==> src/rtl/radar_report_frame_parser_core_assert.svh <==
// Assertion macros used by the frame parser core.
// Each macro expects signals named clk and rst_n in the including scope.
`ifndef RADAR_REPORT_FRAME_PARSER_CORE_ASSERT_SVH
`define RADAR_REPORT_FRAME_PARSER_CORE_ASSERT_SVH
// Consequent must hold in the same cycle as the antecedent.
`define RRFP_ASSERT_SAME(lbl, ante, cons) \
  lbl: assert property (@(posedge clk) disable iff (!rst_n) (ante) |-> (cons)) \
    else $error("frame parser check failed");
// Consequent must hold in the cycle after the antecedent.
`define RRFP_ASSERT_NEXT(lbl, ante, cons) \
  lbl: assert property (@(posedge clk) disable iff (!rst_n) (ante) |=> (cons)) \
    else $error("frame parser check failed");
`endif

==> src/rtl/rrfp_pkg.sv <==
// Package of the radar report frame parser: frame layout constants and pattern lookups.
// No dependencies; imported by the top level.
package rrfp_pkg;

  localparam int GATES       = 16;
  localparam int GATE_W      = 4;
  localparam int BODY_LEN    = 3 + 2 * GATES;
  localparam int HEAD_LEN    = 4;
  localparam int LEN_OVERHEAD = 6 + 4;
  localparam int FRAME_SIZE  = LEN_OVERHEAD + BODY_LEN;
  localparam int STORE_DEPTH = 45;
  localparam int ADDR_W      = $clog2(STORE_DEPTH);

  // Byte positions inside a frame.
  localparam int LEN_POS     = 4;
  localparam int DETECT_POS  = 6;
  localparam int DIST_POS    = 7;
  localparam int ENERGY_POS  = 9;
  localparam int FOOT_POS    = 6 + BODY_LEN;

  localparam logic [7:0] HEAD0     = 8'hF4;
  localparam logic [7:0] HEAD1     = 8'hF3;
  localparam logic [7:0] HEAD2     = 8'hF2;
  localparam logic [7:0] HEAD3     = 8'hF1;
  localparam logic [7:0] FOOT0     = 8'hF8;
  localparam logic [7:0] FOOT1     = 8'hF7;
  localparam logic [7:0] FOOT2     = 8'hF6;
  localparam logic [7:0] FOOT3     = 8'hF5;
  localparam logic [7:0] DETECT_ON = 8'h01;

  function automatic logic [7:0] head_byte(input logic [1:0] idx);
    logic [7:0] b;
    case (idx)
      2'd0:    b = HEAD0;
      2'd1:    b = HEAD1;
      2'd2:    b = HEAD2;
      default: b = HEAD3;
    endcase
    return b;
  endfunction

  function automatic logic [7:0] foot_byte(input logic [1:0] idx);
    logic [7:0] b;
    case (idx)
      2'd0:    b = FOOT0;
      2'd1:    b = FOOT1;
      2'd2:    b = FOOT2;
      default: b = FOOT3;
    endcase
    return b;
  endfunction

endpackage

==> src/rtl/rrfp_if.sv <==
// Valid/ready channel interfaces of the frame parser: received bytes in, gate results out.
// No dependencies.
interface rrfp_in_if;
  logic       valid;
  logic       ready;
  logic [7:0] rx_byte;
  modport source (output valid, output rx_byte, input ready);
  modport sink   (input valid, input rx_byte, output ready);
endinterface

interface rrfp_out_if;
  logic        valid;
  logic        ready;
  logic        presence;
  logic [15:0] target_range;
  logic [3:0]  gate_index;
  logic [15:0] gate_power;
  logic        last_gate;
  modport source (output valid, output presence, output target_range, output gate_index,
                  output gate_power, output last_gate, input ready);
  modport sink   (input valid, input presence, input target_range, input gate_index,
                  input gate_power, input last_gate, output ready);
endinterface

==> src/rtl/rrfp_ram.sv <==
// Generic single-write, single-read RAM with registered read data.
// No dependencies.
module rrfp_ram #(
  parameter int WIDTH = 8,
  parameter int DEPTH = 45
) (
  input  logic                     clk,
  input  logic                     we,
  input  logic [$clog2(DEPTH)-1:0] waddr,
  input  logic [WIDTH-1:0]         wdata,
  input  logic                     re,
  input  logic [$clog2(DEPTH)-1:0] raddr,
  output logic [WIDTH-1:0]         rdata
);

  logic [WIDTH-1:0] mem [DEPTH];

  always_ff @(posedge clk) begin
    if (we) begin
      mem[waddr] <= wdata;
    end
    if (re) begin
      rdata <= mem[raddr];
    end
  end

endmodule

==> src/rtl/radar_report_frame_parser_core.sv <==
// Radar report frame parser: hunts the frame header, stores the frame, emits one
// beat per range gate. Depends on rrfp_pkg, rrfp_if, rrfp_ram and the assertion header.
//
// Usage:
//   in_ch carries one received serial byte per beat. While the parser is collecting
//   a frame it takes one byte every cycle. out_ch carries one result beat per range
//   gate of a good frame: presence, distance, gate index, gate energy and a flag on
//   the final gate. Frames with a bad length or footer produce no beats.
//   The frame bytes go to a 45-byte store with one write and one read port. When the
//   last byte of a good frame is taken the parser stops accepting bytes and walks
//   the gates: for each gate it reads the low and then the high energy byte from
//   the store (ST_RD_LO, ST_RD_HI), captures the pair (ST_CAP) and holds the beat
//   on out_ch (ST_OUT). The next gate's reads start only once that beat is taken,
//   so a gate is done before the next begins. The store read port paces the walk.
//   Byte intake resumes in the cycle after the last gate beat is taken.
//   If the receiver stalls, the beat holds on out_ch and the parser waits.
//   Reset (synchronous, active low) returns the parser to header hunting with no
//   beat pending; the store is not cleared, since every read byte was written first.
module radar_report_frame_parser_core
  import rrfp_pkg::*;
(
  input  logic              clk,
  input  logic              rst_n,
  rrfp_in_if.sink           in_ch,
  rrfp_out_if.source        out_ch
);

  `include "radar_report_frame_parser_core_assert.svh"

  typedef enum logic [6:0] {
    ST_HUNT  = 7'b0000001,
    ST_LEN   = 7'b0000010,
    ST_BODY  = 7'b0000100,
    ST_RD_LO = 7'b0001000,
    ST_RD_HI = 7'b0010000,
    ST_CAP   = 7'b0100000,
    ST_OUT   = 7'b1000000
  } state_t;

  // Control state.
  state_t              state_r, state_nxt;
  logic [1:0]          hdr_r, hdr_nxt;
  logic [ADDR_W-1:0]   pos_r, pos_nxt;
  logic [ADDR_W-1:0]   total_r, total_nxt;
  logic [GATE_W-1:0]   gate_r, gate_nxt;
  logic                out_valid_r, out_valid_nxt;

  // Payload state.
  logic [7:0]          len_lo_r, len_lo_nxt;
  logic                detect_r, detect_nxt;
  logic [15:0]         dist_r, dist_nxt;
  logic                foot_bad_r, foot_bad_nxt;
  logic [7:0]          energy_lo_r, energy_lo_nxt;
  logic [15:0]         out_energy_r, out_energy_nxt;
  logic [GATE_W-1:0]   out_gate_r, out_gate_nxt;
  logic                out_last_r, out_last_nxt;

  // Store port signals.
  logic                ram_we;
  logic [ADDR_W-1:0]   ram_waddr;
  logic                ram_re;
  logic [ADDR_W-1:0]   ram_raddr;
  logic [7:0]          ram_rdata;

  logic                in_fire;
  logic [7:0]          in_byte;
  logic [ADDR_W-1:0]   pos_inc;
  logic [ADDR_W-1:0]   rd_base;
  logic [1:0]          foot_idx;
  logic [16:0]         frame_len;

  assign in_fire  = in_ch.valid && in_ch.ready;
  assign in_byte  = in_ch.rx_byte;
  assign pos_inc  = pos_r + ADDR_W'(1);
  // Each gate's energy is a little-endian pair starting at the energy area.
  assign rd_base  = ADDR_W'(ENERGY_POS) + ADDR_W'({gate_r, 1'b0});
  assign foot_idx = 2'(pos_r - ADDR_W'(FOOT_POS));
  // Header, length field and footer around the announced body length.
  assign frame_len = 17'(LEN_OVERHEAD) + {1'b0, in_byte, len_lo_r};

  assign in_ch.ready         = (state_r == ST_HUNT) || (state_r == ST_LEN) ||
                               (state_r == ST_BODY);
  assign out_ch.valid        = out_valid_r;
  assign out_ch.presence     = detect_r;
  assign out_ch.target_range = dist_r;
  assign out_ch.gate_index   = out_gate_r;
  assign out_ch.gate_power   = out_energy_r;
  assign out_ch.last_gate    = out_last_r;

  rrfp_ram #(
    .WIDTH (8),
    .DEPTH (STORE_DEPTH)
  ) u_store (
    .clk   (clk),
    .we    (ram_we),
    .waddr (ram_waddr),
    .wdata (in_byte),
    .re    (ram_re),
    .raddr (ram_raddr),
    .rdata (ram_rdata)
  );

  always_comb begin
    state_nxt      = state_r;
    hdr_nxt        = hdr_r;
    pos_nxt        = pos_r;
    total_nxt      = total_r;
    gate_nxt       = gate_r;
    out_valid_nxt  = out_valid_r;
    len_lo_nxt     = len_lo_r;
    detect_nxt     = detect_r;
    dist_nxt       = dist_r;
    foot_bad_nxt   = foot_bad_r;
    energy_lo_nxt  = energy_lo_r;
    out_energy_nxt = out_energy_r;
    out_gate_nxt   = out_gate_r;
    out_last_nxt   = out_last_r;
    ram_we         = 1'b0;
    ram_waddr      = pos_r;
    ram_re         = 1'b0;
    ram_raddr      = rd_base;

    case (state_r)
      ST_HUNT: begin
        if (in_fire) begin
          if (in_byte == head_byte(hdr_r)) begin
            ram_we    = 1'b1;
            ram_waddr = ADDR_W'(hdr_r);
            if (hdr_r == 2'(HEAD_LEN - 1)) begin
              hdr_nxt      = 2'd0;
              pos_nxt      = ADDR_W'(HEAD_LEN);
              foot_bad_nxt = 1'b0;
              state_nxt    = ST_LEN;
            end else begin
              hdr_nxt = hdr_r + 2'd1;
            end
          end else if (in_byte == HEAD0) begin
            // A stray first header byte restarts the match at one.
            ram_we    = 1'b1;
            ram_waddr = '0;
            hdr_nxt   = 2'd1;
          end else begin
            hdr_nxt = 2'd0;
          end
        end
      end
      ST_LEN: begin
        if (in_fire) begin
          ram_we  = 1'b1;
          pos_nxt = pos_inc;
          if (pos_r == ADDR_W'(LEN_POS)) begin
            len_lo_nxt = in_byte;
          end else if (frame_len > 17'(FRAME_SIZE)) begin
            // Frame cannot fit in the store: drop it and hunt again.
            pos_nxt   = '0;
            total_nxt = '0;
            state_nxt = ST_HUNT;
          end else begin
            total_nxt = frame_len[ADDR_W-1:0];
            state_nxt = ST_BODY;
          end
        end
      end
      ST_BODY: begin
        if (in_fire) begin
          ram_we  = (pos_r < ADDR_W'(STORE_DEPTH));
          pos_nxt = pos_inc;
          if (pos_r == ADDR_W'(DETECT_POS)) begin
            detect_nxt = (in_byte == DETECT_ON);
          end
          if (pos_r == ADDR_W'(DIST_POS)) begin
            dist_nxt[7:0] = in_byte;
          end
          if (pos_r == ADDR_W'(DIST_POS + 1)) begin
            dist_nxt[15:8] = in_byte;
          end
          if (pos_r >= ADDR_W'(FOOT_POS) && in_byte != foot_byte(foot_idx)) begin
            foot_bad_nxt = 1'b1;
          end
          if (pos_inc >= total_r) begin
            pos_nxt   = '0;
            total_nxt = '0;
            // Only a full-length frame with the right footer is reported.
            if (total_r == ADDR_W'(FRAME_SIZE) && !foot_bad_nxt) begin
              gate_nxt  = '0;
              state_nxt = ST_RD_LO;
            end else begin
              state_nxt = ST_HUNT;
            end
          end
        end
      end
      ST_RD_LO: begin
        ram_re    = 1'b1;
        ram_raddr = rd_base;
        state_nxt = ST_RD_HI;
      end
      ST_RD_HI: begin
        ram_re        = 1'b1;
        ram_raddr     = rd_base + ADDR_W'(1);
        energy_lo_nxt = ram_rdata;
        state_nxt     = ST_CAP;
      end
      ST_CAP: begin
        out_energy_nxt = {ram_rdata, energy_lo_r};
        out_gate_nxt   = gate_r;
        out_last_nxt   = (gate_r == GATE_W'(GATES - 1));
        out_valid_nxt  = 1'b1;
        state_nxt      = ST_OUT;
      end
      ST_OUT: begin
        if (out_ch.ready) begin
          out_valid_nxt = 1'b0;
          if (out_last_r) begin
            state_nxt = ST_HUNT;
          end else begin
            gate_nxt  = gate_r + GATE_W'(1);
            state_nxt = ST_RD_LO;
          end
        end
      end
      default: begin
        state_nxt = ST_HUNT;
      end
    endcase
  end

  always_ff @(posedge clk) begin
    if (!rst_n) begin
      state_r     <= ST_HUNT;
      hdr_r       <= '0;
      pos_r       <= '0;
      total_r     <= '0;
      gate_r      <= '0;
      out_valid_r <= 1'b0;
    end else begin
      state_r     <= state_nxt;
      hdr_r       <= hdr_nxt;
      pos_r       <= pos_nxt;
      total_r     <= total_nxt;
      gate_r      <= gate_nxt;
      out_valid_r <= out_valid_nxt;
    end
  end

  always_ff @(posedge clk) begin
    len_lo_r     <= len_lo_nxt;
    detect_r     <= detect_nxt;
    dist_r       <= dist_nxt;
    foot_bad_r   <= foot_bad_nxt;
    energy_lo_r  <= energy_lo_nxt;
    out_energy_r <= out_energy_nxt;
    out_gate_r   <= out_gate_nxt;
    out_last_r   <= out_last_nxt;
  end

  // Byte intake and gate readout never overlap.
  `RRFP_ASSERT_SAME(a_ready_no_result, in_ch.ready, !out_ch.valid)
  // The final gate beat carries the highest gate number.
  `RRFP_ASSERT_SAME(a_last_index, out_valid_r && out_last_r, out_gate_r == GATE_W'(GATES - 1))
  // Taking the final gate beat hands control back to byte intake.
  `RRFP_ASSERT_NEXT(a_last_resumes, out_valid_r && out_ch.ready && out_last_r, in_ch.ready)
  // Any other taken gate beat starts the next gate's store reads.
  `RRFP_ASSERT_NEXT(a_gate_steps, out_valid_r && out_ch.ready && !out_last_r, state_r == ST_RD_LO)
  // The write position stays inside the store while the body is collected.
  `RRFP_ASSERT_SAME(a_pos_in_store, state_r == ST_BODY, pos_r < ADDR_W'(STORE_DEPTH))

endmodule
==> src/flat_wrapper.sv <==
// flat-port wrapper written by rule: the top's interface ports become plain ports
module radar_report_frame_parser_core_flat import rrfp_pkg::*;
  (clk, rst_n, in_ch_valid, in_ch_rx_byte, in_ch_ready, out_ch_valid, out_ch_presence, out_ch_target_range, out_ch_gate_index, out_ch_gate_power, out_ch_last_gate, out_ch_ready);
  rrfp_in_if in_ch_i ();
  rrfp_out_if out_ch_i ();
  input  logic clk;
  input  logic rst_n;
  input wire logic [$bits(in_ch_i.valid)-1:0] in_ch_valid;
  input wire logic [$bits(in_ch_i.rx_byte)-1:0] in_ch_rx_byte;
  output wire logic [$bits(in_ch_i.ready)-1:0] in_ch_ready;
  output wire logic [$bits(out_ch_i.valid)-1:0] out_ch_valid;
  output wire logic [$bits(out_ch_i.presence)-1:0] out_ch_presence;
  output wire logic [$bits(out_ch_i.target_range)-1:0] out_ch_target_range;
  output wire logic [$bits(out_ch_i.gate_index)-1:0] out_ch_gate_index;
  output wire logic [$bits(out_ch_i.gate_power)-1:0] out_ch_gate_power;
  output wire logic [$bits(out_ch_i.last_gate)-1:0] out_ch_last_gate;
  input wire logic [$bits(out_ch_i.ready)-1:0] out_ch_ready;
  assign in_ch_i.valid = in_ch_valid;
  assign in_ch_i.rx_byte = in_ch_rx_byte;
  assign in_ch_ready = in_ch_i.ready;
  assign out_ch_valid = out_ch_i.valid;
  assign out_ch_presence = out_ch_i.presence;
  assign out_ch_target_range = out_ch_i.target_range;
  assign out_ch_gate_index = out_ch_i.gate_index;
  assign out_ch_gate_power = out_ch_i.gate_power;
  assign out_ch_last_gate = out_ch_i.last_gate;
  assign out_ch_i.ready = out_ch_ready;
  radar_report_frame_parser_core u_core (.clk(clk), .rst_n(rst_n), .in_ch(in_ch_i), .out_ch(out_ch_i));
endmodule
==> config.mk <==
export PLATFORM = sky130hd
export DESIGN_NAME = radar_report_frame_parser_core_flat
export DESIGN_NICKNAME = d
export VERILOG_FILES = /design/src/rtl/rrfp_pkg.sv /design/src/rtl/rrfp_if.sv /design/src/rtl/rrfp_ram.sv /design/src/rtl/radar_report_frame_parser_core.sv /design/src/flat_wrapper.sv
export VERILOG_INCLUDE_DIRS = /design/src /design/src/rtl
export SDC_FILE = /design/constraint.sdc
export NUM_CORES = 1
export LEC_CHECK = 0
export BUFFER_PORTS_ARGS = -buffer_cell sky130_fd_sc_hd__buf_2
export CAP_MARGIN = 20
export CORE_ASPECT_RATIO = 1.25
export CORE_MARGIN = 10
export CORE_UTILIZATION = 30
export CTS_CLUSTER_SIZE = 28
export DETAILED_ROUTE_END_ITERATION = 10
export GPL_ROUTABILITY_DRIVEN = 0
export HOLD_SLACK_MARGIN = 0.03
export PLACE_DENSITY = 0.45
export SYNTH_ARGS = -nofsm -noshare
export SYNTH_HDL_FRONTEND = slang
export SYNTH_SLANG_ARGS = --single-unit
==> constraint.sdc <==
create_clock -name clk -period 3.35 [get_ports clk]
set_input_delay 0.1675 -clock clk [delete_from_list [all_inputs] [get_ports clk]]
set_output_delay 0.1675 -clock clk [all_outputs]
set_load 0.005 [all_outputs]
==> flow_metrics.py, run 1 <==
metrics = {
    "status": {
        "outcome": "finished, final reports clean",
    },
    "clock_network": {
        "cts_buffer_depth": 3,
        "root_buffer": "clkbuf_16",
        "clk_pin_slew_worst_paths_ns": 0.06,
        "htreeDepth": 2,
        "cts_sinks": 449,
        "clkLatencyLatePin_ns": 0.60,
        "cts_tree": "yes",
        "cts_inserted_buffers": 48,
    },
    "pwr": {
        "p_sw_mw": 2.64,
        "netSwitchingFraction": 0.217,
        "p_leak_nw": 6.99,
        "p_int_mw": 9.48,
        "power_density_nw_per_um2": 559,
        "pwr-share-seq": 0.509,
        "clkPwrFrac": 0.447,
        "peakVddDrop_uv": 327,
        "p_comb_frac": 0.044,
    },
    "synth": {
        "synth_top_family_by_area": "multiplexers",
        "synth_compound_area_frac": 0.0528,
        "ys_warn_count": 0,
        "synthCells": 1000,
        "synth-edff-count": 423,
        "muxShareOfSynthArea": 0.118,
        "synth.avg_cell_area_um2": 18.1,
        "ys.flop_type": "edfxtp_1",
        "ys_types": 70,
        "synth-xor-area-share": 0.00917,
        "yosys.area_share.simple": 0.0627,
        "synth-seq-cells": 449,
        "synth_area_um2": 18100,
        "synth_nets": 1031,
        "yosysSeqAreaShare": 0.729,
        "async_flop_share": 0,
        "synthAdderAreaFrac": 0.0131,
    },
    "sta": {
        "setup_tns_ns": 0,
        "finalCritPeriodShare": 0.940,
        "rsz0062_at_grt": "no",
        "slew_headroom": 0.521,
        "worst_pin_slew_ns": 0.719,
        "drv_slew": 0,
        "post-route-min-period_ns": 3.15,
        "max_freq_mhz": 318,
        "skew_ns": 0.0277,
        "setup_violations": 0,
        "timing_hold_violations_final": 0,
    },
    "finish": {
        "fillerInstances": 5509,
        "register_area_um2": 13200,
        "fin_area_um2": 21700,
        "post_route_cells_drive_above_1_share": 0.293,
        "area_growth_pct": 19.6,
        "fin_nets": 1198,
        "antennaDiodeCount": 0,
        "multi_input_area_um2": 4680,
    },
    "setup_path": {
        "worst_r2r_endpoint": "u_core.u_store.mem[6][2]",
        "crit_required_ns": 3.63,
        "critPathLaunchType": "register",
        "critPathMaxFanout": 8,
        "rr_worst_depth": 10,
        "cp-end-kind": "register",
        "r2r_start": "u_core.hdr_r[0]",
        "r2r_slack_ns": 0.20,
        "crit_arrival_ns": 3.43,
        "crit_type": "register to register",
    },
    "hold_path": {
        "holdCritPathClass": "input pin to register",
        "hold_path_end": "u_core.hdr_r[1]",
        "hold_start": "in_ch_valid",
        "worstHoldPathCells": 4,
    },
    "floorplanning": {
        "rows": 100,
        "pin_count": 52,
        "core_area_um2": 59700,
        "die_h_um": 295,
        "die_x_um": 240,
        "initial_core_util": 0.304,
        "die_area_um2": 70800,
    },
    "drt": {
        "drc": 0,
        "drt_wl_total_mm": 47.8,
        "via_per_inst": 4.95,
        "vias": 9742,
        "wl_per_cell_um": 24.2,
        "first_iter_violations": 668,
        "antenna_left": 0,
        "dr.pass1.iters": 5,
    },
    "place": {
        "hpwl_mm": 31.4,
        "placed_area_um2": 20000,
        "portBuffers": 51,
    },
    "global_route": {
        "antenna_found_initial": 0,
        "grt_max_degree": 53,
        "track_usage": 0.136,
        "grt_pass1_vias": 10386,
        "gr-total-overflow": 0,
        "grt_pass1_wl_mm": 71.0,
    },
    "flow_run": {
        "max_cap_viol_count": 0,
    },
}
[flip-flops by register name, summed over array words and instances (netlist names), 6 cells and up]
register,flops
u_core.total_r,6
u_core.pos_r,6
u_core.state_r,7
u_core.out_ch.gate_power,16
u_core.u_store.rdata,8
u_core.energy_lo_r,8
u_core.out_ch.target_range,16
u_core.u_store.mem,360
u_core.len_lo_r,8
[final cells by class]
type | instances | share of cell area
flip-flops and latches | 449 | 0.610
repair buffers | 162 | 0.0532
well taps | 765 | 0.0441
clock buffers | 57 | 0.0579
clock inverters | 31 | 0.0160
inverters | 20 | 0.00358
multi-input cells | 486 | 0.216
[what timing repair did]
action,in CTS,in global routing
buffers inserted,0,4
setup endpoints to repair,0,176
hold buffers,6,0
hold endpoints to repair,15,0
gates resized for setup,0,6
[worst max path at each step]
stage	depth (start not counted)	from	slack, ns	end
finish	10	u_core.hdr_r[0]	0.20	u_core.u_store.mem[6][2]
global placement	10	in_ch_rx_byte[6]	0.07	u_core.u_store.mem[27][5]
CTS	10	u_core.hdr_r[0]	0.04	u_core.u_store.mem[4][0]
global route	10	u_core.hdr_r[0]	0.02	u_core.u_store.mem[6][2]
floorplan	10	u_core.hdr_r[0]	-0.03	u_core.u_store.mem[38][0]
detailed placement	10	u_core.hdr_r[0]	0.04	u_core.u_store.mem[28][5]
[worst max-delay path, cell delays in order, from the launching register on]
cell	delay, ns
dfxtp_1	0.33
inv_1	0.06
ha_1	0.36
xor2_1	0.19
or4b_1	0.47
a21oi_1	0.20
o211ai_1	0.16
a32o_2	0.29
or3_4	0.47
nor2_1	0.13
buf_4	0.19
[cells by family (layout without fill, tap and decap cells)]
group                    after synthesis  count (layout)
buffers and inverters                 65             270
XOR/XNOR                              19              19
multiplexers                         101             101
AO/OA/AOI/OAI                        126             126
adder cells (fa/ha/maj)               19              19
flip-flops                           449             449
AND/OR/NAND/NOR                      221             221
[power groups by stage]
stage	clock network [mW]	registers [mW]	logic, mW
2_1_floorplan	0	6.27	0.256
3_3_place_gp	0	6.28	0.523
3_5_place_dp	0	6.29	0.529
4_1_cts	5.57	6.17	0.535
5_1_grt	5.77	6.17	0.580
6_report	5.42	6.17	0.534
[metrics by stage]
stage | hold WS, ns | cells | power, mW | worst slack, ns | utilization
after global placement | 0.401 | 1872 | 6.81 | 0.0670 | 0.335
final | 0.0806 | 1970 | 12.1 | 0.200 | 0.364
after floorplan | 0.266 | 1000 | 6.53 | -0.0318 | -
after detailed placement | 0.405 | 1872 | 6.81 | 0.0388 | 0.335
after CTS | 0.0370 | 1966 | 12.3 | 0.0380 | 0.363
after global routing | 0.0631 | 1970 | 12.5 | 0.0151 | 0.364
[per-layer routing]
| metal | up-vias | global-route usage | share of wire |
|---|---|---|---|
| met3 | 61 | 0.0198 | 0.035 |
| met1 | 5084 | 0.169 | 0.42 |
| met2 | 196 | 0.243 | 0.53 |
| met5 | - | 0 | 0 |
| met4 | 0 | 0.0357 | 0.018 |
| li1 | 4401 | - | - |
[synthesized netlist by cell type (all sizes together) (3+ instances only)]
cell type  instances  share of area
nor2b              6         0.0021
mux2i             10         0.0055
nand4              8         0.0028
nor4               6         0.0021
edfxtp           423           0.70
nor4b              3         0.0014
a21o               4         0.0017
a211oi             3         0.0012
o221a              8         0.0050
o21ai             24         0.0079
nand4b             5         0.0024
dfxtp             26          0.029
mux4              91           0.11
a31oi             11         0.0041
o21a               3         0.0012
a21oi              9         0.0025
xor2               7         0.0034
and3b              4         0.0019
nor2              74          0.015
clkbuf            23         0.0048
ha                19          0.013
nand3             25         0.0069
or4                4         0.0021
nand2b             3         0.0010
nor3               8         0.0025
xnor2             12         0.0058
a22o               3         0.0014
a221oi             5         0.0024
and3               5         0.0017
a21boi             4         0.0023
or3                5         0.0020
and4               4         0.0019
nand2             42         0.0087
inv               20         0.0041
buf               22         0.0061
a22oi             28          0.012
and2              11         0.0038
o211ai             4         0.0017
[cell usage in the layout (no fill, tap or decap), drive strengths merged, types with 11 or more instances in the layout]
cell	synthesis	layout
nor2	74	74
dfxtp	26	26
buf	22	156
edfxtp	423	423
inv	20	22
mux4	91	91
and2	11	11
a31oi	11	11
ha	19	19
clkinv	0	15
nand3	25	25
xnor2	12	12
o21ai	24	24
clkbuf	23	57
nand2	42	42
a22oi	28	28
Power figures use the tool's default switching activity.
==> run 2: changes to the inputs <==
--- a/config.mk
+++ b/config.mk
@@ -6,16 +6,16 @@
 export SDC_FILE = /design/constraint.sdc
 export NUM_CORES = 1
 export LEC_CHECK = 0
-export BUFFER_PORTS_ARGS = -buffer_cell sky130_fd_sc_hd__buf_2
 export CAP_MARGIN = 20
 export CORE_ASPECT_RATIO = 1.25
 export CORE_MARGIN = 10
 export CORE_UTILIZATION = 30
 export CTS_CLUSTER_SIZE = 28
 export DETAILED_ROUTE_END_ITERATION = 10
+export DONT_BUFFER_PORTS = 1
 export GPL_ROUTABILITY_DRIVEN = 0
 export HOLD_SLACK_MARGIN = 0.03
-export PLACE_DENSITY = 0.45
+export PLACE_DENSITY = 0.44
 export SYNTH_ARGS = -nofsm -noshare
 export SYNTH_HDL_FRONTEND = slang
 export SYNTH_SLANG_ARGS = --single-unit
==> flow_metrics.py, run 2 (synthesized netlist as in run 1, its figures left out) <==
metrics = {
    "status": {
        "outcome": "finished, final reports clean",
    },
    "setup_path": {
        "r2r_slack_ns": 0.18,
        "crit_slowest_cell": "nor2_2",
        "slowest_delay_ns": 0.70,
        "crit_arrival_ns": 3.61,
        "critPathMaxFanout": 13,
        "crit_chain": "nor4b_1 -> nand2_1 -> inv_4 -> mux2i_2 -> buf_4 -> nor2_2 -> buf_4 -> a22oi_1 -> nand2_1 -> o221a_2",
        "cp-end-kind": "register",
        "critPathLaunchType": "register",
        "critPathBufInv": 3,
        "crit_type": "register to register",
        "crit_required_ns": 3.79,
        "critical-path-top-delay-family": "simple AND/OR/NAND/NOR gates",
    },
    "floorplanning": {
        "core_area_um2": 59700,
        "die_x_um": 240,
        "initial_core_util": 0.304,
        "pin_count": 52,
        "rows": 100,
        "die_h_um": 295,
        "die_area_um2": 70800,
    },
    "pwr": {
        "p_leak_nw": 6.84,
        "peakVddDrop_uv": 341,
        "power_density_nw_per_um2": 552,
    },
    "finish": {
        "area_growth_pct": 18.9,
        "fin_nets": 1150,
        "final_common_cell": "edfxtp_1",
        "post_route_cells_drive_above_1_share": 0.253,
        "final_cell_count_no_fill": 1922,
        "top_register": "u_core.u_store.mem",
        "layout.core_utilization": 0.361,
        "final_cell_mix": "edfxtp_1 (423), mux4_2 (91), buf_4 (90)",
        "largest_register_ffs": 360,
    },
    "flow_run": {
        "max_cap_viol_count": 0,
    },
    "global_route": {
        "gr-total-overflow": 0,
        "grt_pass1_wl_mm": 70.2,
        "track_usage": 0.137,
        "grt_pass1_vias": 10007,
        "grt_max_degree": 51,
        "antenna_found_initial": 1,
    },
    "clock_network": {
        "root_buffer": "clkbuf_16",
        "cts_buffer_depth": 3,
        "cts_tree": "yes",
        "clkLatencyLatePin_ns": 0.59,
        "clk_pin_slew_worst_paths_ns": 0.06,
        "htreeDepth": 2,
        "cts_inserted_buffers": 47,
        "cts_sinks": 449,
    },
    "sta": {
        "finalCritPeriodShare": 0.947,
        "skew_ns": 0.0207,
        "setup_tns_ns": 0,
        "setup_ws_ns": 0.178,
        "worst_pin_slew_ns": 0.981,
        "timing_hold_violations_final": 0,
        "rsz0062_at_grt": "no",
        "slew_headroom": 0.344,
        "max_freq_mhz": 315,
        "setup_violations": 0,
        "post-route-min-period_ns": 3.17,
        "drv_slew": 0,
    },
    "place": {
        "hpwl_mm": 29.3,
        "preCtsSetupSlack_ns": 0.164,
        "portBuffers": 0,
        "dp.cells": 1814,
    },
    "drt": {
        "via_per_inst": 4.98,
        "dr.pass1.iters": 5,
        "vias": 9578,
        "drt_wl_total_mm": 48.4,
        "first_iter_violations": 713,
        "wl_per_cell_um": 25.2,
        "antenna_left": 0,
        "drc": 0,
    },
    "hold_path": {
        "holdCritPathClass": "input pin to register",
    },
}
## run 2: area by class of cell
type | count | area [µm²]
inverters | 20 | 77.6
fillers | 5519 | 38100
clock buffers | 57 | 1230
multi-input cells | 486 | 4670
well taps | 765 | 957
flip-flops and latches | 449 | 13200
diodes | 1 | 2.50
repair buffers | 115 | 1120
clock inverters | 29 | 285
## run 2: per-stage QoR
step / hold slack, ns / power, mW / instance area (µm²)
after global placement: 0.273 / 6.67 / 19700
after detailed placement: 0.273 / 6.67 / 19700
after CTS: 0.0630 / 12.1 / 21500
after global routing: 0.0696 / 12.3 / 21600
final: 0.0627 / 11.9 / 21600
after floorplan: 0.266 / 6.53 / 18100
## run 2: tightest hold or removal path: cells and delay by family
family          cells  cell delay, ns
compound gates      3            0.43
## run 2: path summary, 6_finish.rpt
kind | cells past startpoint | start | endpoint
max reg2reg | 10 | u_core.state_r[4] | u_core.u_store.rdata[6]
min reg2reg | 0 | u_core.energy_lo_r[7] | u_core.out_ch.gate_power[7]
max | 10 | u_core.state_r[4] | u_core.u_store.rdata[6]
min | 3 | out_ch_ready | u_core.gate_r[3]
## run 2: where the power goes
group | internal, mW | total, mW | switching [mW] | leakage [nW]
Sequential | 6.14 | 6.17 | 0.0307 | 4.01
Combinational | 0.187 | 0.525 | 0.338 | 2.09
Clock | 3.01 | 5.21 | 2.20 | 0.740
Total | 9.34 | 11.9 | 2.57 | 6.84
## run 2: routing by layer
layer,part of all wire,global-route usage,wire (µm)
met1,0.42,0.169,20500
met2,0.52,0.242,25100
met3,0.032,0.0213,1540
met4,0.026,0.0433,1270
met5,0,0,0
## run 2: timing repair
action / in CTS / in global routing
buffers inserted: 0 / 1
endpoints found under the hold margin: 420 / 0
hold buffers: 20 / 0
gates resized for setup: 0 / 5
endpoints found under the setup margin: 0 / 142
